`src/rtl/core/stps_pkg.sv`:
```
// shared types and constants of the sphere trace pixel shader
// command and status structs between controller and datapath, widths, colours
// no dependencies
package stps_pkg;

	localparam int FRAC_BITS = 16;

	// widths of the datapath registers
	localparam int MAG_W  = 48;
	localparam int POS_W  = 48;
	localparam int DIST_W = 51;
	localparam int DIV_W  = 58;
	localparam int PROD_W = 65;
	localparam int ACC_W  = 64;
	localparam int DIR_W  = FRAC_BITS + 1;
	localparam int K_W    = 5;
	localparam int CNT_W  = 5;

	// iteration counts of the bit-serial units, last count value
	localparam logic [CNT_W-1:0] RT_LAST   = CNT_W'(31);
	localparam logic [CNT_W-1:0] NORM_LAST = CNT_W'(DIR_W - 1);
	localparam logic [CNT_W-1:0] COL_LAST  = CNT_W'(7);

	// configuration register indexes
	localparam logic [2:0] CFG_EYE_X     = 3'd0;
	localparam logic [2:0] CFG_EYE_Y     = 3'd1;
	localparam logic [2:0] CFG_EYE_Z     = 3'd2;
	localparam logic [2:0] CFG_RADIUS    = 3'd3;
	localparam logic [2:0] CFG_THRESHOLD = 3'd4;
	localparam logic [2:0] CFG_GROUND    = 3'd5;

	// reset values
	localparam logic [31:0] EYE_RST    = 32'(10 << FRAC_BITS);
	localparam logic [30:0] RADIUS_RST = 31'(2 << FRAC_BITS);
	localparam logic [16:0] THR_RST    = 17'(((1 << FRAC_BITS) + 999) / 1000);
	localparam logic [30:0] GROUND_RST = 31'(40 << FRAC_BITS);

	// miss colours
	localparam logic [7:0] COL_FULL = 8'd255;
	localparam logic [7:0] COL_MID  = 8'd196;
	localparam logic [7:0] COL_LOW  = 8'd32;

	typedef enum logic [4:0] {
		OP_NOP,
		OP_LOAD,
		OP_SHL,
		OP_ZERO_DIR,
		OP_MUL_GND,
		OP_GND,
		OP_MUL_SQ,
		OP_ACC,
		OP_RT_INIT,
		OP_RT_STEP,
		OP_DIV_NORM,
		OP_DIV_STEP,
		OP_DIR_SET,
		OP_DIST_LOAD,
		OP_SHR,
		OP_DIST_SET,
		OP_MUL_ADV,
		OP_ADV,
		OP_COL_LOAD,
		OP_COL_SET,
		OP_MISS,
		OP_FINISH
	} dp_op_t;

	typedef struct packed {
		dp_op_t     op;
		logic [1:0] lane;
		logic       hit;
		logic       cap;
	} dp_cmd_t;

	typedef struct packed {
		logic mag_zero;
		logic mag_norm;
		logic mag_wide;
		logic nd_grows;
		logic nd_hit;
	} dp_sts_t;

endpackage

```
`src/rtl/core/stps_ctrl.sv`:
```
// march controller: sequences the shared datapath one operation per cycle
// depends on stps_pkg for the command and status structs
module stps_ctrl #(
	parameter int MAX_STEPS = 64
) (
	input  logic              clk,
	input  logic              arst_n,
	input  logic              start,
	output logic              busy,
	output logic              done,
	input  stps_pkg::dp_sts_t sts,
	output stps_pkg::dp_cmd_t cmd
);

	localparam int STEP_W = $clog2(MAX_STEPS + 1);

	typedef enum logic [4:0] {
		S_IDLE, S_GMUL, S_GCMP, S_NSHIFT, S_SQM, S_SQA, S_RTI, S_RT,
		S_DVL, S_DV, S_DSET, S_DLD, S_DSHR, S_DFIN, S_AM, S_AA,
		S_CL, S_CD, S_CS, S_MISS, S_FIN
	} state_t;

	state_t                       state_q;
	logic [1:0]                   lane_q;
	logic [stps_pkg::CNT_W-1:0]   cnt_q;
	logic [STEP_W-1:0]            n_q;
	logic                         norm_q;
	logic                         first_q;
	logic                         hit_q;
	logic                         cap_q;
	logic                         done_q;
	logic                         grows;

	assign busy  = (state_q != S_IDLE);
	assign done  = done_q;
	assign grows = !first_q && sts.nd_grows;

	always_ff @(posedge clk or negedge arst_n) begin
		if (!arst_n) begin
			state_q <= S_IDLE;
			lane_q  <= 2'd0;
			cnt_q   <= '0;
			n_q     <= '0;
			norm_q  <= 1'b0;
			first_q <= 1'b0;
			hit_q   <= 1'b0;
			cap_q   <= 1'b0;
			done_q  <= 1'b0;
		end else begin
			done_q <= 1'b0;
			unique case (state_q)
				S_IDLE: begin
					if (start) begin
						state_q <= S_GMUL;
						norm_q  <= 1'b1;
						first_q <= 1'b1;
						hit_q   <= 1'b0;
						cap_q   <= 1'b0;
						n_q     <= '0;
					end
				end
				S_GMUL: state_q <= S_GCMP;
				S_GCMP: state_q <= S_NSHIFT;
				S_NSHIFT: begin
					if (sts.mag_zero) begin
						norm_q  <= 1'b0;
						state_q <= S_DLD;
					end else if (sts.mag_norm) begin
						lane_q  <= 2'd0;
						state_q <= S_SQM;
					end
				end
				S_SQM: state_q <= S_SQA;
				S_SQA: begin
					if (lane_q == 2'd2) begin
						state_q <= S_RTI;
					end else begin
						lane_q  <= lane_q + 2'd1;
						state_q <= S_SQM;
					end
				end
				S_RTI: begin
					cnt_q   <= '0;
					state_q <= S_RT;
				end
				S_RT: begin
					cnt_q <= cnt_q + 1'b1;
					if (cnt_q == stps_pkg::RT_LAST) begin
						lane_q  <= 2'd0;
						state_q <= norm_q ? S_DVL : S_DFIN;
					end
				end
				S_DVL: begin
					cnt_q   <= '0;
					state_q <= S_DV;
				end
				S_DV: begin
					cnt_q <= cnt_q + 1'b1;
					if (cnt_q == stps_pkg::NORM_LAST) begin
						state_q <= S_DSET;
					end
				end
				S_DSET: begin
					if (lane_q == 2'd2) begin
						norm_q  <= 1'b0;
						state_q <= S_DLD;
					end else begin
						lane_q  <= lane_q + 2'd1;
						state_q <= S_DVL;
					end
				end
				S_DLD: state_q <= S_DSHR;
				S_DSHR: begin
					if (!sts.mag_wide) begin
						lane_q  <= 2'd0;
						state_q <= S_SQM;
					end
				end
				S_DFIN: begin
					lane_q <= 2'd0;
					if (grows) begin
						state_q <= S_MISS;
					end else begin
						first_q <= 1'b0;
						if (sts.nd_hit) begin
							hit_q   <= 1'b1;
							state_q <= S_CL;
						end else if (n_q >= STEP_W'(MAX_STEPS)) begin
							cap_q   <= 1'b1;
							state_q <= S_MISS;
						end else begin
							state_q <= S_AM;
						end
					end
				end
				S_AM: state_q <= S_AA;
				S_AA: begin
					if (lane_q == 2'd2) begin
						n_q     <= n_q + 1'b1;
						state_q <= S_DLD;
					end else begin
						lane_q  <= lane_q + 2'd1;
						state_q <= S_AM;
					end
				end
				S_CL: begin
					cnt_q   <= '0;
					state_q <= S_CD;
				end
				S_CD: begin
					cnt_q <= cnt_q + 1'b1;
					if (cnt_q == stps_pkg::COL_LAST) begin
						state_q <= S_CS;
					end
				end
				S_CS: begin
					if (lane_q == 2'd2) begin
						state_q <= S_FIN;
					end else begin
						lane_q  <= lane_q + 2'd1;
						state_q <= S_CL;
					end
				end
				S_MISS: state_q <= S_FIN;
				S_FIN: begin
					done_q  <= 1'b1;
					state_q <= S_IDLE;
				end
				default: state_q <= S_IDLE;
			endcase
		end
	end

	always_comb begin
		cmd.lane = lane_q;
		cmd.hit  = hit_q;
		cmd.cap  = cap_q;
		cmd.op   = stps_pkg::OP_NOP;
		unique case (state_q)
			S_IDLE:   cmd.op = start ? stps_pkg::OP_LOAD : stps_pkg::OP_NOP;
			S_GMUL:   cmd.op = stps_pkg::OP_MUL_GND;
			S_GCMP:   cmd.op = stps_pkg::OP_GND;
			S_NSHIFT: begin
				if (sts.mag_zero) begin
					cmd.op = stps_pkg::OP_ZERO_DIR;
				end else if (!sts.mag_norm) begin
					cmd.op = stps_pkg::OP_SHL;
				end
			end
			S_SQM:    cmd.op = stps_pkg::OP_MUL_SQ;
			S_SQA:    cmd.op = stps_pkg::OP_ACC;
			S_RTI:    cmd.op = stps_pkg::OP_RT_INIT;
			S_RT:     cmd.op = stps_pkg::OP_RT_STEP;
			S_DVL:    cmd.op = stps_pkg::OP_DIV_NORM;
			S_DV:     cmd.op = stps_pkg::OP_DIV_STEP;
			S_DSET:   cmd.op = stps_pkg::OP_DIR_SET;
			S_DLD:    cmd.op = stps_pkg::OP_DIST_LOAD;
			S_DSHR:   cmd.op = sts.mag_wide ? stps_pkg::OP_SHR : stps_pkg::OP_NOP;
			S_DFIN:   cmd.op = grows ? stps_pkg::OP_NOP : stps_pkg::OP_DIST_SET;
			S_AM:     cmd.op = stps_pkg::OP_MUL_ADV;
			S_AA:     cmd.op = stps_pkg::OP_ADV;
			S_CL:     cmd.op = stps_pkg::OP_COL_LOAD;
			S_CD:     cmd.op = stps_pkg::OP_DIV_STEP;
			S_CS:     cmd.op = stps_pkg::OP_COL_SET;
			S_MISS:   cmd.op = stps_pkg::OP_MISS;
			S_FIN:    cmd.op = stps_pkg::OP_FINISH;
			default:  cmd.op = stps_pkg::OP_NOP;
		endcase
	end

	a_done_pulse: assert property (@(posedge clk) disable iff (!arst_n)
		done |=> !done) else $error("done held longer than one cycle");

	a_done_idle: assert property (@(posedge clk) disable iff (!arst_n)
		done |-> !busy) else $error("result strobed while still busy");

	a_step_bound: assert property (@(posedge clk) disable iff (!arst_n)
		n_q <= STEP_W'(MAX_STEPS)) else $error("step count past the cap");

endmodule

```
`config.mk`:
```
export PLATFORM = sky130hd
export DESIGN_NAME = stps_ctrl
export DESIGN_NICKNAME = d
export VERILOG_FILES = /design/src/rtl/core/stps_pkg.sv /design/src/rtl/core/stps_ctrl.sv
export SDC_FILE = /design/constraint.sdc
export NUM_CORES = 1
export LEC_CHECK = 0
export BUFFER_PORTS_ARGS = -buffer_cell sky130_fd_sc_hd__buf_4
export CORE_ASPECT_RATIO = 1.4
export CORE_MARGIN = 2
export CORE_UTILIZATION = 43
export CTS_CLUSTER_DIAMETER = 30
export DETAILED_ROUTE_END_ITERATION = 7
export GPL_ROUTABILITY_DRIVEN = 0
export GPL_TIMING_DRIVEN = 0
export SYNTH_ARGS = -nofsm -noshare
export SYNTH_HDL_FRONTEND = slang
export SYNTH_SLANG_ARGS = --single-unit
```
`constraint.sdc`:
```
create_clock -name clk -period 2.2 [get_ports clk]
set_input_delay 0 -clock clk [delete_from_list [all_inputs] [get_ports clk]]
set_output_delay 0 -clock clk [all_outputs]
set_load 0.02 [all_outputs]
```
* Word level (Yosys, flattened, before mapping) *
Index checks and enable logic that the tools add are counted.

storage, ports and cells
  flip-flop bits (word level) = 24
  bits of input ports = 8
  output and inout port bits = 11
  logic and storage cells = 120

operators by class
  add/subtract/negate cells = 3
  order comparisons = 1
  eq/ne operators = 40
  muxes and demuxes = 47
  reduce and logical (&&, ||, !) cells = 20

operators by type and width
  operator                                                   number
  one-hot mux 5 bit (20 select lines)                        2
  2-to-1 mux 5 bit                                           10
  equality test 5 x 4 -> 1 bit (second input constant)       8
  equality test 5 bit (second input constant)                7
  != test 2 bit (second input constant)                      15
  equality test 5 x 3 -> 1 bit (second input constant)       5
  2-to-1 mux 2 bit                                           9
  2-to-1 mux 7 bit                                           2
  one-hot mux 7 bit (2 select lines)                         1
  2-to-1 mux 1 bit                                           12
  AND reduction 6 bit                                        2
  equality test 5 x 2 -> 1 bit (second input constant)       2
  one-hot mux 2 bit (5 select lines)                         1
  one-hot mux 5 bit (2 select lines)                         1
  nonzero test 5 bit                                         2
  2-to-1 mux 3 bit                                           3
  2-to-1 mux 4 bit                                           2
  AND reduction 4 bit                                        2
  adder 7 x 1 -> 7 bit (second input constant)               1
  greater-or-equal comparator 7 bit (second input constant)  1
  one-hot mux 1 bit (2 select lines)                         3
  AND reduction 3 bit                                        2
  nonzero test 2 bit                                         3
  OR reduction 3 bit                                         2
  13 further kinds                                           13

* Depth between registers and ports, before layout *
Gate-level depths: netlist (run 1).

  depth in word-level cells = 5
  depth in mapped cells = 8
  depth with buffers taken out = 8

* Worst setup path before layout (run 1) *
OpenSTA, ideal clock, no wires.

  path type = flip-flop to flip-flop
  start = reg cnt_q[0] (netlist bit)
  end = reg state_q[3]
  library setup time = 0.132 ns
  data arrival time = 1.864 ns
  data required time = 2.068 ns
  setup slack = 0.204 ns
  cell stages (with the launch flop) = 9
  buffers on the path = 0
  period minus slack after synthesis = 1.996 ns
  path through = dfrtp_1 ha_1 and3_1 ha_1 or3b_2 a21oi_1 a21oi_1 a21oi_1 a31oi_1

on the way
  word-level cells in the longest chain between the ends = 3
  elaborated cells between the ends (all ways) = 7
  those cells by class = eq/ne: 6; reduce/logical: 1

RTL lines
  item                                                  line              RTL
  start: declaration                                    stps_ctrl.sv:25   logic [stps_pkg::CNT_W-1:0] cnt_q;
  start signal: assignment                              stps_ctrl.sv:87   cnt_q <= cnt_q + 1'b1;
  start signal: assignment                              stps_ctrl.sv:98   cnt_q <= cnt_q + 1'b1;
  start signal: assignment                              stps_ctrl.sv:151  cnt_q <= cnt_q + 1'b1;
  equality test 5 x 3 -> 1 bit (tied with other cells)  stps_ctrl.sv:152  if (cnt_q == stps_pkg::COL_LAST) begin
  != test 2 bit (no source line)                        -
  AND reduction 6 bit (no source line) (*)              -
  end signal: assignment                                stps_ctrl.sv:90   state_q <= norm_q ? S_DVL : S_DFIN;
  end: declaration                                      stps_ctrl.sv:23   state_t state_q;

Mark *: on every way between the ends. The rest lies on a longest branch, timed or not.
A chain may end at the register's enable or synchronous reset.

==> results of run 1 <==
[cell usage in the layout (no fill, tap or decap), types with 2 or more instances in the layout]
cell / instances
sky130_fd_sc_hd__a21o_1: 2
sky130_fd_sc_hd__xnor2_1: 3
sky130_fd_sc_hd__nand2_1: 25
sky130_fd_sc_hd__o2bb2ai_1: 2
sky130_fd_sc_hd__mux2i_1: 2
sky130_fd_sc_hd__nor3_1: 7
sky130_fd_sc_hd__xor2_1: 3
sky130_fd_sc_hd__ha_1: 4
sky130_fd_sc_hd__or4b_1: 2
sky130_fd_sc_hd__o31ai_1: 2
sky130_fd_sc_hd__a22o_1: 3
sky130_fd_sc_hd__dfrtp_1: 24
sky130_fd_sc_hd__nand3b_1: 3
sky130_fd_sc_hd__nor2b_1: 12
sky130_fd_sc_hd__nor2_1: 18
sky130_fd_sc_hd__a32oi_1: 2
sky130_fd_sc_hd__and3_1: 5
sky130_fd_sc_hd__nand2b_1: 10
sky130_fd_sc_hd__clkbuf_8: 4
sky130_fd_sc_hd__and2_1: 2
sky130_fd_sc_hd__dlygate4sd3_1: 2
sky130_fd_sc_hd__buf_4: 21
sky130_fd_sc_hd__nor4bb_1: 2
sky130_fd_sc_hd__buf_2: 9
sky130_fd_sc_hd__inv_1: 11
sky130_fd_sc_hd__clkbuf_1: 3
sky130_fd_sc_hd__a21oi_1: 14
sky130_fd_sc_hd__nand4_1: 3
sky130_fd_sc_hd__a31oi_1: 10
sky130_fd_sc_hd__nand3_1: 8
sky130_fd_sc_hd__o21ai_0: 23
sky130_fd_sc_hd__clkbuf_2: 3
[final timing paths]
kind                            start         end  slack [ps]  cells past startpoint
min                             start      norm_q          40                      3
min reg2reg                     hit_q       hit_q         500                      1
max                        state_q[0]      cmd[6]         100                      7
max in group asynchronous      arst_n       cap_q        1790                      2
max reg2reg                 lane_q[0]  state_q[2]         130                      8
min in group asynchronous      arst_n    cnt_q[4]         160                      2
[where the power goes]
| part | leakage (nW) | switching (mW) | internal, mW |
|---|---|---|---|
| Sequential | 0.316 | 0.0982 | 0.564 |
| Clock | 0.0288 | 0.143 | 0.160 |
| Combinational | 0.634 | 1.32 | 0.894 |
| Total | 0.979 | 1.56 | 1.62 |
[timing repair]
action	4_1_cts	5_1_grt
endpoints found under the setup margin	6	11
pin swaps	0	2
buffers inserted	0	1
gates resized for setup	5	11
hold endpoints to repair	25	0
hold buffers	2	0
[sequential cells by signal (all words and copies together), names as in the netlist]
name and flops:
hit_q 1, n_q 7, done 1, norm_q 1
cap_q 1, lane_q 2, first_q 1, state_q 5
cnt_q 5
[cell type report]
| type | instances | area share [%] |
|---|---|---|
| timing repair buffer | 21 | 7.17 |
| tap | 60 | 3.31 |
| sequential | 24 | 26.5 |
| inverter | 11 | 1.82 |
| buffer | 18 | 4.30 |
| clock buffer | 4 | 2.43 |
| multi-input combinational | 194 | 54.5 |
[per-layer routing]
| metal | track usage (%) | share of wire, % | wire (um) |
|---|---|---|---|
| met1 | 30.2 | 44 | 2330 |
| met2 | 36.2 | 49 | 2580 |
| met3 | 2.34 | 4.9 | 260 |
| met4 | 10.1 | 2.9 | 153 |
| met5 | 0 | 0 | 0 |
[per-stage QoR]
step | cells | hold WS (ps) | setup TNS, ps
floorplan | 247 | -296 | 0
global placement | 325 | -80.5 | -254
detailed placement | 325 | -78.6 | -337
CTS | 331 | 35.3 | -12.3
global route | 332 | 56.0 | -15.1
finish | 332 | 42.2 | 0
[logic make-up after synthesis]
logic type | Yosys count
AOI/OAI and AO/OA | 73
and+or+nand+nor | 108
buffers and inverters | 29
adders and majority gates | 5
xor gates and xnor gates | 6
muxes | 2
DFF | 24
[worst max-delay path, stage by stage, from the launching register on]
cell and delay (ps):
sky130_fd_sc_hd__dfrtp_1 340, sky130_fd_sc_hd__buf_6 140, sky130_fd_sc_hd__clkbuf_1 420, sky130_fd_sc_hd__clkbuf_2 340, sky130_fd_sc_hd__a31oi_1 110, sky130_fd_sc_hd__o31a_1 240, sky130_fd_sc_hd__o21ai_0 80, sky130_fd_sc_hd__buf_4 170
==> results.md, run 1 <==
Run status:
- The run finished with clean final reports.

Worst hold path:
- The worst min-delay path category is in2reg.

CTS:
- The clock tree from TritonCTS is yes.
- CTS built an H-tree with a depth of 1.
- The CTS buffer count is 3.
- In this run the deepest clock path goes through 2 buffers.
- For the worst-skew pair, the clock arrives at the later sink with an insertion delay of 270 ps.
- The number of clock sinks is 24.
- The CTS clock-pin slew for the worst setup and hold paths is 80 ps.
- The library cell used as clock root buffer is sky130_fd_sc_hd__clkbuf_8.

Routing:
- The total via count in the routed design is 1866.
- Dividing the detail-routed via count by the number of cells gives 5.62.
- Once detail routing completed, the nets flagged for antenna violations numbered 0.
- Wires add up to 5330 um.
- In the routed design, unresolved DRC markers number 0.
- The first detailed-routing pass took 4 iterations.
- The first routing iteration left between 100 and 150 violations.
- The final routed wire length divided by cell count is 16.0 um.

Yosys:
- For this run, the number of Yosys warnings is 0.
- The number of nets produced by synthesis is 260.
- The combinational family with the most area after synthesis is simple AND/OR/NAND/NOR gates.
- Dividing the synthesized area by the synthesized cell count gives approximately 8 um^2.
- The synthesized netlist devotes 24.2% of its cell area to compound gates.
- The number of standard cells after synthesis is 247.
- The count of flip-flops with a built-in enable after synthesis is 0.
- In this run the cell area of the synthesized design comes to slightly below 2000 um^2.
- Sorting the synthesized cells by how often they occur yields sky130_fd_sc_hd__nand2_1 (25), sky130_fd_sc_hd__dfrtp_1 (24), sky130_fd_sc_hd__o21ai_0 (23).
- The register area share after synthesis is about 31%.
- The area share of the largest cell type after synthesis is 31.0%.
- The most common cell in the synthesized netlist is sky130_fd_sc_hd__nand2_1.
- The post-synthesis register bit count is 24.
- In this run, distinct cell masters in the synthesized netlist total 53.
- The synthesized netlist devotes 2.71% of its cell area to XOR and XNOR gates.
- After Yosys synthesis, full adders, half adders and majority gates account for 3.23% of the synthesized area.
- sky130_fd_sc_hd__dfrtp_1 takes more of the synthesized area than any other cell.
- The mux cell area share after synthesis is 1.03%.
- The synthesized-area fraction occupied by and/or/nand/nor cells is between 30% and 40%.
- Ranked by total cell area, the synthesized netlist is headed by sky130_fd_sc_hd__dfrtp_1 (31%), sky130_fd_sc_hd__o21ai_0 (5.9%), sky130_fd_sc_hd__nand2_1 (4.8%), sky130_fd_sc_hd__nor2b_1 (4.2%), sky130_fd_sc_hd__a21oi_1 (3.9%).
- The most used flip-flop cell after synthesis is sky130_fd_sc_hd__dfrtp_1.
- In the synthesized netlist the async set-or-reset flop fraction comes to 100%.

Critical path:
- Of all nets on the critical path, the largest fanout is 10.
- The critical path start-end classification is reg2out.
- The type of origin of the critical path is a flop.
- The worst setup path is captured at an output port.
- At the worst endpoint, the arrival time is 2100 ps.
- The required time of the critical path is 2200 ps.

Global route:
- The initial antenna violation count is 0.
- Entering global routing, the biggest net connects 25 pins.
- Global routing used 22.7% of the available tracks.
- The global-route wire length before repair is 8850 um.
- The total congestion overflow is 0.
- The via count of the first global-routing pass is between 1500 and 2000.

STA:
- Measured against its own limit, the worst slew margin works out to 63.3%.
- The maximum clock frequency is ~480 MHz.
- The clock period minus worst slack is 2100 ps.
- The number of pins with negative max-slew slack in the final report came to 0.
- For the pin with the worst max-slew slack, the measured transition is approximately 550 ps.
- The post-route fraction of the period consumed by the critical path is 95.7%.
- The maximum clock skew at final layout is 7.42 ps.
- Setup violations remaining at the end of the flow were counted as 0.
- The final count of hold timing violations is 0.
- Setup repair after global routing could not meet its margin everywhere.
- The worst setup slack after layout is between 90 and 100 ps.

Floorplanning:
- The chip height is 83.4 um.
- The region available for standard cell placement spans about 4300 um^2.
- The initial utilization of the core area, before any placement, comes to 45.3%.
- The number of placement rows is 28.
- The total I/O pin count is 19.
- The die covers 5060 um^2.
- Measured along the x axis, the die boundary spans roughly 61 um.

Placement:
- The placed instances occupy a cell area of 2150 um^2.
- The post-place setup slack is -175 ps.
- Detailed placement ended at an HPWL of between 4000 and 5000 um.
- Input and output buffers added on the ports amount to 18.

Run:
- Max-cap violations in this run came to 0.

Layout:
- Cells fill 53.1% of the core in the end.
- The filler cells instantiated in the layout total roughly 440.
- Once layout is done, the placed cells without fillers occupy 2270 um^2.
- The number of antenna diodes in the final layout is 0.
- The number of nets in the layout is approximately 290.
- Across the whole layout, storage elements account for 601 um^2.
- The area of combinational cells with multiple inputs is 1240 um^2.
- The ratio of cells with drive above 1 in the final layout is 17.3%.
- The area growth from synthesis to final layout is 17.3%.

Power and ir drop:
- Power spread over the standard cell area amounts to 1400 nW/um^2.
- The completed layout was analyzed and its total power is 3.18 mW.
- The reported leakage power is 0.979 nW.
- The worst-case IR drop observed on VDD is 0.500 mV.
Note: power is estimated with default switching activity, not from simulation.
==> run 2: changes to the inputs <==
- PLACE_DENSITY: unset -> 0.7
- clock period: 2.2 -> 2.6 ns (I/O delays scaled with it)
==> run 2 against run 1 <==
  * Critical path depth up 1
  * Via count increased by 6.2%
  * Power shrank 14%
  * Global-route usage shrank 0.40 points
  * Count of clock-buffer cells in the layout shrank 1
==> results.md, run 2 (synthesis results as in run 1) <==
Run status:
- Run status: finished, final reports clean (unchanged).

Placement:
- The total half-perimeter wirelength after legalization and detailed placement is 4010 um (was 4070 um).
- The count of input and output buffers is 18 (unchanged).

Routing:
- The total via count in the routed design was 1981 (was 1866).
- The violation count after the first detailed-routing iteration is 172 (was 149).
- The total wire length is 5320 um (was 5330 um).
- The count of TritonRoute iterations in the first routing pass is 5 (was 4).
- The vias per cell was 5.97 (was 5.62).
- The highest signal layer in the routed design is met4 (unchanged).
- The post-route antenna net violation count is 0 (unchanged).
- The total length of routed met2 wires came to 2670 um (was 2580 um).
- The final routed wire length divided by cell count was 16.0 um (about the same).
- The wire length the detailed router placed on met1 is 2080 um (was 2330 um).
- The post-detailed-route DRC marker count came to 0 (unchanged).
- The total length of routed met3 wires is 360 um (was 260 um).

Layout:
- Commonest cells after routing, fill and taps aside: sky130_fd_sc_hd__nand2_1 (25), sky130_fd_sc_hd__dfrtp_1 (24), sky130_fd_sc_hd__o21ai_0 (23) (unchanged).
- The area growth from synthesis to final layout is 16.1% (was 17.3%).
- The leading cell type in the layout, fill and taps excluded was sky130_fd_sc_hd__nand2_1 (unchanged).
- The area of combinational cells with multiple inputs was 1200 um^2 (was 1240 um^2).
- The register area came to 601 um^2 (unchanged).
- The filler cell count in the final layout was 433 (was 441).
- The antenna diode count was 0 (unchanged).
- The ratio of cells with drive above 1 in the final layout is 14.0% (was 17.3%).
- The number of flip-flops in the largest register is 7 (unchanged).
- Largest registers in the final layout: n_q x7, cnt_q x5, state_q x5 (unchanged).
- The register containing the most flip-flops in the final layout is n_q (unchanged).
- The number of nets in the layout is 286 (unchanged).

Global route:
- The total congestion overflow is 0 (unchanged).
- The pin count of the biggest net entering global routing is 25 (unchanged).
- The global-route wire length before repair is 8710 um (was 8850 um).
- The via count of the first global-routing pass is 1879 (was 1811).
- The initial antenna violation count is 0 (unchanged).
- The combined global-route utilization of all metal layers is 22.3% (was 22.7%).

STA:
- The number of pins with negative max-slew slack in the final report is 0 (unchanged).
- Counting I/O delays and the setup requirement, the final critical path takes approximately 2300 ps.
- The summed negative setup slack over all endpoints is 0 ps (unchanged).
- The maximum clock skew at final layout is 6.12 ps (was 7.42 ps).
- Of the available clock period, the critical path in the final layout requires 89.5%.
- The final count of hold timing violations came to 0 (unchanged).
- The transition time of the tightest slew-check pin is 583 ps (was 550 ps).
- The maximum clock frequency is 430 MHz.
- Unrepaired setup endpoints after global routing: false (was true).
- The normalized max-slew margin is 61.0% (was 63.3%).
- The setup-violating endpoint count in the final report is 0 (unchanged).

Critical path:
- The capturing element type of the critical path is a flop (was output port).
- The highest-delay cell along the critical path is sky130_fd_sc_hd__a2111oi_0 (was sky130_fd_sc_hd__clkbuf_1).
- List of cells traversed by the critical path: inv_1 > ha_1 > clkbuf_1 > nand2_1 > a21oi_1 > o21ai_0 > a2111oi_0 > o21ai_0 (was buf_6 > clkbuf_1 > clkbuf_2 > a31oi_1 > o31a_1 > o21ai_0 > buf_4).
- The data arrival time of the critical path is 2460 ps (was 2100 ps).
- The maximum fanout along the worst path is 10 (unchanged).
- The worst stage delay on the critical path was 500 ps (was 420 ps).
- The most numerous cell type found on the critical path is sky130_fd_sc_hd__o21ai_0.
- The worst-case register-to-register setup slack was 270 ps (was 130 ps).
- The type of origin of the critical path is a flop (unchanged).
- The required time of the critical path is 2730 ps (was 2200 ps).
- The critical path start-end classification is reg2reg (was reg2out).

Floorplanning:
- The area of the core came to 4270 um^2 (unchanged).
- The area enclosed by the die boundary is 5060 um^2 (unchanged).
- The chip height is 83.4 um (unchanged).
- The die span in x is 60.7 um (unchanged).
- The number of placement rows is 28 (unchanged).
- The initial core utilization was 45.3% (unchanged).
- The total I/O pin count was 19 (unchanged).

CTS:
- The library cell used as clock root buffer is sky130_fd_sc_hd__clkbuf_8 (unchanged).
- The CTS clock-pin slew for the worst setup and hold paths was 100 ps (was 80 ps).
- The total of cells resized after clock tree synthesis is 0 (was 5).
- The number of clock sinks is 24 (unchanged).
- The number of levels the H-tree was split into came to 1 (unchanged).
- The CTS buffer count is 3 (unchanged).
- The maximum count of clock buffers along a single path is 2 (unchanged).
- The clock tree from TritonCTS is yes (unchanged).
- The insertion delay of the later-clocked pin in the worst-skew pair is 280 ps (was 270 ps).
- The count of buffers added by post-CTS timing repair for setup was 0 (unchanged).

Power and ir drop:
- The maximum ir drop on the vdd rail was 0.523 mV (was 0.500 mV).
- The power density of the placed cells is 1210 nW/um^2 (was 1400 nW/um^2).
- The reported leakage power came to 0.965 nW (was 0.979 nW).
- The power after layout is 2.73 mW (was 3.18 mW).

Run:
- The reported max-cap violation count is 0 (unchanged).

Worst hold path:
- The worst min-delay path category is in2reg (unchanged).
run 2: layout make-up:
class / instances / share of cell area [%]
multi-input cells: 194 / 53.5
flip-flops and latches: 24 / 26.7
repair buffers: 21 / 7.35
plain buffers: 18 / 4.12
well taps: 60 / 3.34
clock buffers: 3 / 1.84
inverters: 11 / 1.84
clock inverters: 1 / 1.34
run 2: worst paths after layout:
path / start / endpoint / cells after the start
min in group asynchronous: arst_n / state_q[2] / 2
worst max register to register: lane_q[0] / state_q[2] / 8
worst min register to register: n_q[6] / n_q[6] / 1
max in group asynchronous: arst_n / n_q[5] / 2
worst min-delay path: sts[2] / state_q[2] / 3
worst max-delay path: lane_q[0] / state_q[2] / 8
run 2: per-layer routing:
| metal | vias up | track usage, % |
|---|---|---|
| met5 | - | 0 |
| met4 | 0 | 9.68 |
| met3 | 25 | 3.27 |
| met2 | 100 | 37.2 |
| met1 | 915 | 27.5 |
| li1 | 941 | - |
run 2: timing repair:
item	in CTS	in global routing
setup endpoints to repair	0	0
hold endpoints to repair	26	0
hold buffers	3	0
run 2: per-stage QoR:
| step | cells | setup WS, ps | util (%) | hold WS [ps] | area, um^2 |
|---|---|---|---|---|---|
| after CTS | 332 | 262 | 52.6 | 128 | 2250 |
| after floorplan | 247 | 604 | - | -296 | 1940 |
| after global placement | 325 | 292 | 50.2 | -79.4 | 2150 |
| after global routing | 332 | 104 | 52.6 | 139 | 2250 |
| after detailed placement | 325 | 294 | 50.2 | -77.9 | 2150 |
| final | 332 | 274 | 52.6 | 129 | 2250 |
run 2: critical path, delay by kind of cell, from the launching register on:
family | cells | cell delay, ps
AND/OR/NAND/NOR | 1 | 100
buffers and inverters | 2 | 520
flip-flops | 1 | 400
adder cells (fa/ha/maj) | 1 | 240
AO/OA/AOI/OAI | 4 | 930
run 2: where the power goes:
| part | total, mW | internal [mW] | switching, mW |
|---|---|---|---|
| Sequential | 0.565 | 0.477 | 0.0875 |
| Clock | 0.343 | 0.206 | 0.137 |
| Combinational | 1.82 | 0.717 | 1.10 |
| Total | 2.73 | 1.40 | 1.33 |
